`config.mk`:
```
export PLATFORM = sky130hd
export DESIGN_NAME = ndef_record_header_parser_unit
export DESIGN_NICKNAME = d
export VERILOG_FILES = /design/src/rtl/nrhp_pkg.sv /design/src/rtl/ndef_record_header_parser_unit.sv
export SDC_FILE = /design/constraint.sdc
export NUM_CORES = 1
export LEC_CHECK = 0
export ABC_AREA = 0
export BUFFER_PORTS_ARGS = -buffer_cell sky130_fd_sc_hd__buf_2
export CORE_MARGIN = 4
export CORE_UTILIZATION = 63
export DETAILED_ROUTE_END_ITERATION = 10
export PLACE_DENSITY = 0.84
export REMOVE_ABC_BUFFERS = 1
export SLEW_MARGIN = 30
export SYNTH_ARGS = -nofsm -noshare
export SYNTH_HDL_FRONTEND = slang
export SYNTH_SLANG_ARGS = --single-unit
```
`constraint.sdc`:
```
create_clock -name i_clk -period 7.3 [get_ports i_clk]
set_input_delay 0.73 -clock i_clk [delete_from_list [all_inputs] [get_ports i_clk]]
set_output_delay 0.73 -clock i_clk [all_outputs]
set_load 0.05 [all_outputs]
```
`src/rtl/nrhp_pkg.sv`:
```
package nrhp_pkg;

    localparam int TDATA_W = 104;
    localparam int TUSER_W = 4;

    localparam logic [2:0] KIND_HEADER   = 3'd0;
    localparam logic [2:0] KIND_TYPE_LEN = 3'd1;
    localparam logic [2:0] KIND_PLEN     = 3'd2;
    localparam logic [2:0] KIND_ID_LEN   = 3'd3;
    localparam logic [2:0] KIND_TYPE     = 3'd4;
    localparam logic [2:0] KIND_ID       = 3'd5;
    localparam logic [2:0] KIND_PAYLOAD  = 3'd6;
    localparam logic [2:0] KIND_IGNORED  = 3'd7;

    localparam logic [1:0] STATUS_OK        = 2'd0;
    localparam logic [1:0] STATUS_TRUNCATED = 2'd1;
    localparam logic [1:0] STATUS_NONCANON  = 2'd2;

    localparam int FLAG_SR_BIT = 4;
    localparam int FLAG_IL_BIT = 3;
    localparam logic [31:0] SHORT_LIMIT = 32'd256;

endpackage

```
`src/rtl/ndef_record_header_parser_unit.sv`:
```
// Parses the first NDEF record of a buffer at one byte per clock cycle. Every
// accepted byte yields exactly one result in the next cycle, tagged with the field
// it belongs to; the byte that completes the record, or the buffer's last byte
// if the record is still open, also carries the status and the declared lengths.
// The phase and length counters are updated in one pass between the input and
// the result register, so a new byte is taken every cycle; o_s_tready drops
// only while the result register is full and the downstream side stalls.
module ndef_record_header_parser_unit (
    input  logic                         i_clk,
    input  logic                         i_rst_n,
    input  logic                         i_s_tvalid,
    output logic                         o_s_tready,
    // data_byte[7:0]
    input  logic [7:0]                   i_s_tdata,
    // buffer_end
    input  logic                         i_s_tlast,
    output logic                         o_m_tvalid,
    input  logic                         i_m_tready,
    // byte_out[7:0], parse_status[9:8], record_length[42:10], header_flags[50:43],
    // type_length[58:51], id_length[66:59], payload_length[98:67], zeros[103:99]
    output logic [nrhp_pkg::TDATA_W-1:0] o_m_tdata,
    // field_kind[2:0], record_done[3]
    output logic [nrhp_pkg::TUSER_W-1:0] o_m_tuser
);
    import nrhp_pkg::*;

    typedef enum logic [2:0] {
        PH_HEADER  = 3'd0,
        PH_TYPELEN = 3'd1,
        PH_PLEN    = 3'd2,
        PH_IDLEN   = 3'd3,
        PH_TYPE    = 3'd4,
        PH_ID      = 3'd5,
        PH_PAYLOAD = 3'd6,
        PH_IDLE    = 3'd7
    } t_phase;

    typedef struct packed {
        t_phase      phase;
        logic [31:0] remaining;
        logic        complete;
    } t_body;

    function automatic t_body enter_body(t_phase from, logic [7:0] tl, logic [7:0] il,
                                         logic [31:0] pl);
        t_body b;
        b.complete = 1'b0;
        if (from == PH_TYPE && tl != 8'd0) begin
            b.phase = PH_TYPE;
            b.remaining = {24'd0, tl};
        end else if ((from == PH_TYPE || from == PH_ID) && il != 8'd0) begin
            b.phase = PH_ID;
            b.remaining = {24'd0, il};
        end else if (pl != 32'd0) begin
            b.phase = PH_PAYLOAD;
            b.remaining = pl;
        end else begin
            b.phase = PH_IDLE;
            b.remaining = 32'd0;
            b.complete = 1'b1;
        end
        return b;
    endfunction

    t_phase      r_phase, n_phase;
    logic [7:0]  r_header, n_header;
    logic [7:0]  r_type_len, n_type_len;
    logic [7:0]  r_id_len, n_id_len;
    logic [31:0] r_payload_len, n_payload_len;
    logic [31:0] r_remaining, n_remaining;
    logic [1:0]  r_len_idx, n_len_idx;
    logic [32:0] r_consumed, n_consumed;
    logic        r_reported, n_reported;

    logic                r_m_tvalid;
    logic [TDATA_W-1:0]  r_m_tdata, n_m_tdata;
    logic [TUSER_W-1:0]  r_m_tuser, n_m_tuser;

    logic        s_accept;
    logic        complete;
    logic        done;
    logic [1:0]  status;
    logic [31:0] dec_remaining;
    t_body       body;

    assign o_s_tready = i_rst_n && (!r_m_tvalid || i_m_tready);
    assign s_accept   = i_s_tvalid && o_s_tready;
    assign dec_remaining = r_remaining - 32'd1;

    always_comb begin
        n_phase       = r_phase;
        n_header      = r_header;
        n_type_len    = r_type_len;
        n_id_len      = r_id_len;
        n_payload_len = r_payload_len;
        n_remaining   = r_remaining;
        n_len_idx     = r_len_idx;
        n_consumed    = (r_phase != PH_IDLE) ? r_consumed + 33'd1 : r_consumed;
        n_reported    = r_reported;
        complete      = 1'b0;
        body          = '0;

        unique case (r_phase)
            PH_HEADER: begin
                n_header      = i_s_tdata;
                n_type_len    = 8'd0;
                n_id_len      = 8'd0;
                n_payload_len = 32'd0;
                n_phase       = PH_TYPELEN;
            end
            PH_TYPELEN: begin
                n_type_len    = i_s_tdata;
                n_payload_len = 32'd0;
                n_len_idx     = 2'd0;
                n_phase       = PH_PLEN;
            end
            PH_PLEN: begin
                n_payload_len = {r_payload_len[23:0], i_s_tdata};
                if (r_header[FLAG_SR_BIT] || r_len_idx == 2'd3) begin
                    n_len_idx = 2'd0;
                    if (r_header[FLAG_IL_BIT]) begin
                        n_phase = PH_IDLEN;
                    end else begin
                        body        = enter_body(PH_TYPE, r_type_len, r_id_len, n_payload_len);
                        n_phase     = body.phase;
                        n_remaining = body.remaining;
                        complete    = body.complete;
                    end
                end else begin
                    n_len_idx = r_len_idx + 2'd1;
                end
            end
            PH_IDLEN: begin
                n_id_len    = i_s_tdata;
                body        = enter_body(PH_TYPE, r_type_len, i_s_tdata, r_payload_len);
                n_phase     = body.phase;
                n_remaining = body.remaining;
                complete    = body.complete;
            end
            PH_TYPE, PH_ID: begin
                n_remaining = dec_remaining;
                if (dec_remaining == 32'd0) begin
                    body = enter_body((r_phase == PH_TYPE) ? PH_ID : PH_PAYLOAD,
                                      r_type_len, r_id_len, r_payload_len);
                    n_phase     = body.phase;
                    n_remaining = body.remaining;
                    complete    = body.complete;
                end
            end
            PH_PAYLOAD: begin
                n_remaining = dec_remaining;
                if (dec_remaining == 32'd0) begin
                    n_phase  = PH_IDLE;
                    complete = 1'b1;
                end
            end
            PH_IDLE: begin
                n_phase = PH_IDLE;
            end
        endcase

        done = complete || (i_s_tlast && !r_reported);
        if (complete) begin
            status = (!n_header[FLAG_SR_BIT] && n_payload_len < SHORT_LIMIT) ?
                     STATUS_NONCANON : STATUS_OK;
        end else begin
            status = STATUS_TRUNCATED;
        end
        if (done) begin
            n_reported = 1'b1;
        end

        n_m_tdata = '0;
        n_m_tdata[7:0] = i_s_tdata;
        if (done) begin
            n_m_tdata[9:8]   = status;
            n_m_tdata[42:10] = n_consumed;
            n_m_tdata[50:43] = n_header;
            n_m_tdata[58:51] = n_type_len;
            n_m_tdata[66:59] = n_header[FLAG_IL_BIT] ? n_id_len : 8'd0;
            n_m_tdata[98:67] = n_payload_len;
        end
        n_m_tuser = {done, 3'(r_phase)};

        if (i_s_tlast) begin
            n_phase       = PH_HEADER;
            n_header      = 8'd0;
            n_type_len    = 8'd0;
            n_id_len      = 8'd0;
            n_payload_len = 32'd0;
            n_remaining   = 32'd0;
            n_len_idx     = 2'd0;
            n_consumed    = 33'd0;
            n_reported    = 1'b0;
        end
    end

    always_ff @(posedge i_clk) begin
        if (!i_rst_n) begin
            r_phase       <= PH_HEADER;
            r_header      <= 8'd0;
            r_type_len    <= 8'd0;
            r_id_len      <= 8'd0;
            r_payload_len <= 32'd0;
            r_remaining   <= 32'd0;
            r_len_idx     <= 2'd0;
            r_consumed    <= 33'd0;
            r_reported    <= 1'b0;
            r_m_tvalid    <= 1'b0;
        end else begin
            if (s_accept) begin
                r_phase       <= n_phase;
                r_header      <= n_header;
                r_type_len    <= n_type_len;
                r_id_len      <= n_id_len;
                r_payload_len <= n_payload_len;
                r_remaining   <= n_remaining;
                r_len_idx     <= n_len_idx;
                r_consumed    <= n_consumed;
                r_reported    <= n_reported;
                r_m_tvalid    <= 1'b1;
            end else if (i_m_tready) begin
                r_m_tvalid    <= 1'b0;
            end
        end
    end

    always_ff @(posedge i_clk) begin
        if (s_accept) begin
            r_m_tdata <= n_m_tdata;
            r_m_tuser <= n_m_tuser;
        end
    end

    assign o_m_tvalid = r_m_tvalid;
    assign o_m_tdata  = r_m_tdata;
    assign o_m_tuser  = r_m_tuser;

endmodule

```
==> metrics.yaml <==
cells_and_area:
  layout_commonest_cell: "nor2_1"
  antenna_cells: 0
  fin_nets: 1534
  final.fill_count: 1496
  final_cell_mix: "nor2_1, nand2_1, dfxtp_1, buf_2, o21ai_0"
  layout-drive-gt1-share_pct: 12.8
  fin_cells: 1800
  syn2layout_area_growth_pct: 11.8
logic_synthesis:
  seq_area_frac_synth_pct: 45.3
  synth_area_per_cell_um2: 8.52
  synth_enable_flop_cells: 103
  synth_area_mm2: 0.0125
  ys.flop_type: "dfxtp_1"
  synthCells: 1467
  ys_seq_elements: 231
  ys_types: 65
  ys_warn_count: 0
  ys_async_sr_fraction_pct: 0
sta:
  finalSetupViolCount: 0
  fin_setup_tns_ns: 0
  relSlewSlack_pct: 38.7
  tightest_slew_ns: 0.912
  finalCriticalPeriod_ns: 4.52
  finalCritPeriodShare_pct: 61.9
  rsz0062_at_grt: "no"
  fmax_mhz: 221
  clock_skew_ns: 0.0145
  hold_viol: 0
  maxSlewViolCount: 0
drt:
  routed_wl_um: 37100
  vias: 12100
  wl_met3_um: 3820
  met2_length_um: 16600
  firstDrtPassIters: 6
  via_per_inst: 6.71
  routedWlPerCell_um: 20.6
  drt_iter0_markers: 1533
  postRouteAntennaNets: 0
  drcViolationCount: 0
  drt-met1-wl_um: 14600
  top_layer: "met4"
clocking:
  cts_root_buf: "clkbuf_16"
  cts.htree.levels: 1
  cts_hold_buffers: 0
  postCtsSetupBuffers: 0
  path_clk_slew_ns: 0.07
  cts_buffer_depth: 3
  cts_tree: "built"
  insertion_delay_ns: 0.52
  numClockSinks: 231
  cts_buffers: 24
  ctsResizeCount: 0
floorplan:
  fp.dieArea_mm2: 0.0222
  coreArea_mm2: 0.0195
  initial_core_util_pct: 64.2
  rows: 51
  fp.dieH_um: 149
  ioPinCount: 123
  die_w_um: 149
power:
  power_frac_seq_pct: 46.0
  power.leakage_nw: 4.92
  sw_frac_of_total_pct: 25.8
  clkPwrFrac_pct: 42.6
  ir_worst_vdd_v: 0.000160
  power.density_mw_per_mm2: 216
  pwr-share-comb_pct: 11.3
  power.switching_mw: 0.778
  p_int_mw: 2.24
placement:
  placed_cells: 1756
  place_hpwl_um: 24100
  io_buffers: 117
  routabilityCongestion: 0.953
worst_setup_path:
  crit_path_start_kind: "flip-flop"
  cp_data_arrival_time_ns: 4.95
  critPathLaunch: "r_remaining[4]$_SDFFE_PN0P_"
  path_cells: "nor3_2 > nand4_1 > nor4_1 > xor2_1 > nor4_1 > and3_1 > a21oi_2 > o31ai_1"
  cp_data_required_time_ns: 7.73
  cp-end-kind: "flip-flop"
  critPathKind: "flip-flop to flip-flop"
  critPathMaxFanout: 15
  critPathMaxStageDelay_ns: 0.77
  worst_path_most_repeated_cell: "nor4_1"
  critical-path-slowest-cell: "nor4_1"
  rr_startpoint: "r_remaining[4]$_SDFFE_PN0P_"
global_routing:
  track_usage_pct: 32.8
  overflow: 0
  grt_max_degree: 82
  grt_pass1_vias: 11300
  antenna_found_initial: 0
  grt_pass1_wl_um: 59300
job:
  drv_cap: 0
status:
  status: "complete, no violations"
min_path:
  hold_start: "r_len_idx[1]$_SDFFE_PN0P_"
  hold_class: "flip-flop to flip-flop"
[final timing paths]
kind	end	cells after the start	slack, ns
max	r_remaining[23]$_SDFFE_PN0P_	8	2.78
min	r_len_idx[1]$_SDFFE_PN0P_	2	0.50
max reg2reg	r_remaining[23]$_SDFFE_PN0P_	8	2.78
min reg2reg	r_len_idx[1]$_SDFFE_PN0P_	2	0.50
[metal layers]
layer / up-vias / GRT usage (%)
li1: 5444 / -
met4: 0 / 16.4
met3: 204 / 5.26
met2: 790 / 50.8
met1: 5632 / 45.0
met5: - / 0
[cell families (layout without fill, tap and decap cells)]
group           Yosys count  after routing  synth area share, %
xor+xnor                 51             51                 3.57
mux                       8              8                0.641
other cells               1              5               0.0300
simple gates            613            613                 24.3
buf+inv                 134            198                 4.32
compound gates          425            425                 21.5
fa+ha+maj                 4              4                0.400
flops                   231            231                 45.3
[synthesized netlist by cell type (32+ instances only)]
cell type  number  share of area [%]
nor2_1        169                5.1
nand2_1       143                4.3
dfxtp_1       128                 21
o21ai_0       116                4.6
edfxtp_1      103                 25
a21oi_1        96                3.8
clkbuf_1       92                2.8
a22oi_1        90                5.4
nor2b_1        60                3.0
nor3_1         40                1.6
and2_1         35                1.8
nor4_1         32                1.6
xnor2_1        32                2.2
[sequential cells by signal (all words and copies together), names as in the netlist]
register       count
o_m_tdata         99
o_m_tuser          4
o_m_tvalid         1
r_consumed        33
r_header           8
r_id_len           8
r_len_idx          2
r_payload_len     32
r_phase            3
r_remaining       32
r_reported         1
r_type_len         8
[area by class of cell]
cell class                 instances  area [µm²]  area share [%]
clock buffer                      34         699            5.00
clock inverter                    10         134           0.958
inverter                          18        70.1           0.501
multi-input combinational       1106        6360            45.5
sequential                       231        5660            40.5
tap                              265         332            2.37
timing repair buffer             136         728            5.21
[power by group through the flow]
| stage | logic, mW | registers (mW) | clock network (mW) |
|---|---|---|---|
| 2_1_floorplan | 0.154 | 1.49 | 0 |
| 3_3_place_gp | 0.330 | 1.41 | 0 |
| 3_5_place_dp | 0.335 | 1.42 | 0 |
| 4_1_cts | 0.336 | 1.39 | 1.29 |
| 5_1_grt | 0.367 | 1.39 | 1.34 |
| 6_report | 0.341 | 1.39 | 1.29 |
[worst max-delay path: cells and delay by family (launching register included)]
family | cells | cell delay (ns)
xor+xnor | 1 | 0.24
compound gates | 2 | 0.64
simple gates | 5 | 3.17
flops | 1 | 0.37
[per-stage QoR]
stage          worst slack (ns)  util [%]  area [µm²]  hold slack (ns)  power [mW]
2_1_floorplan             0.152         -       12000            0.458        1.65
3_3_place_gp               2.54      67.4       13100            0.475        1.74
3_5_place_dp               2.59      67.4       13100            0.495        1.75
4_1_cts                    2.59      71.7       14000            0.505        3.01
5_1_grt                    2.35      71.8       14000            0.532        3.10
6_report                   2.78      71.8       14000            0.504        3.01
Power figures use the tool's default switching activity.
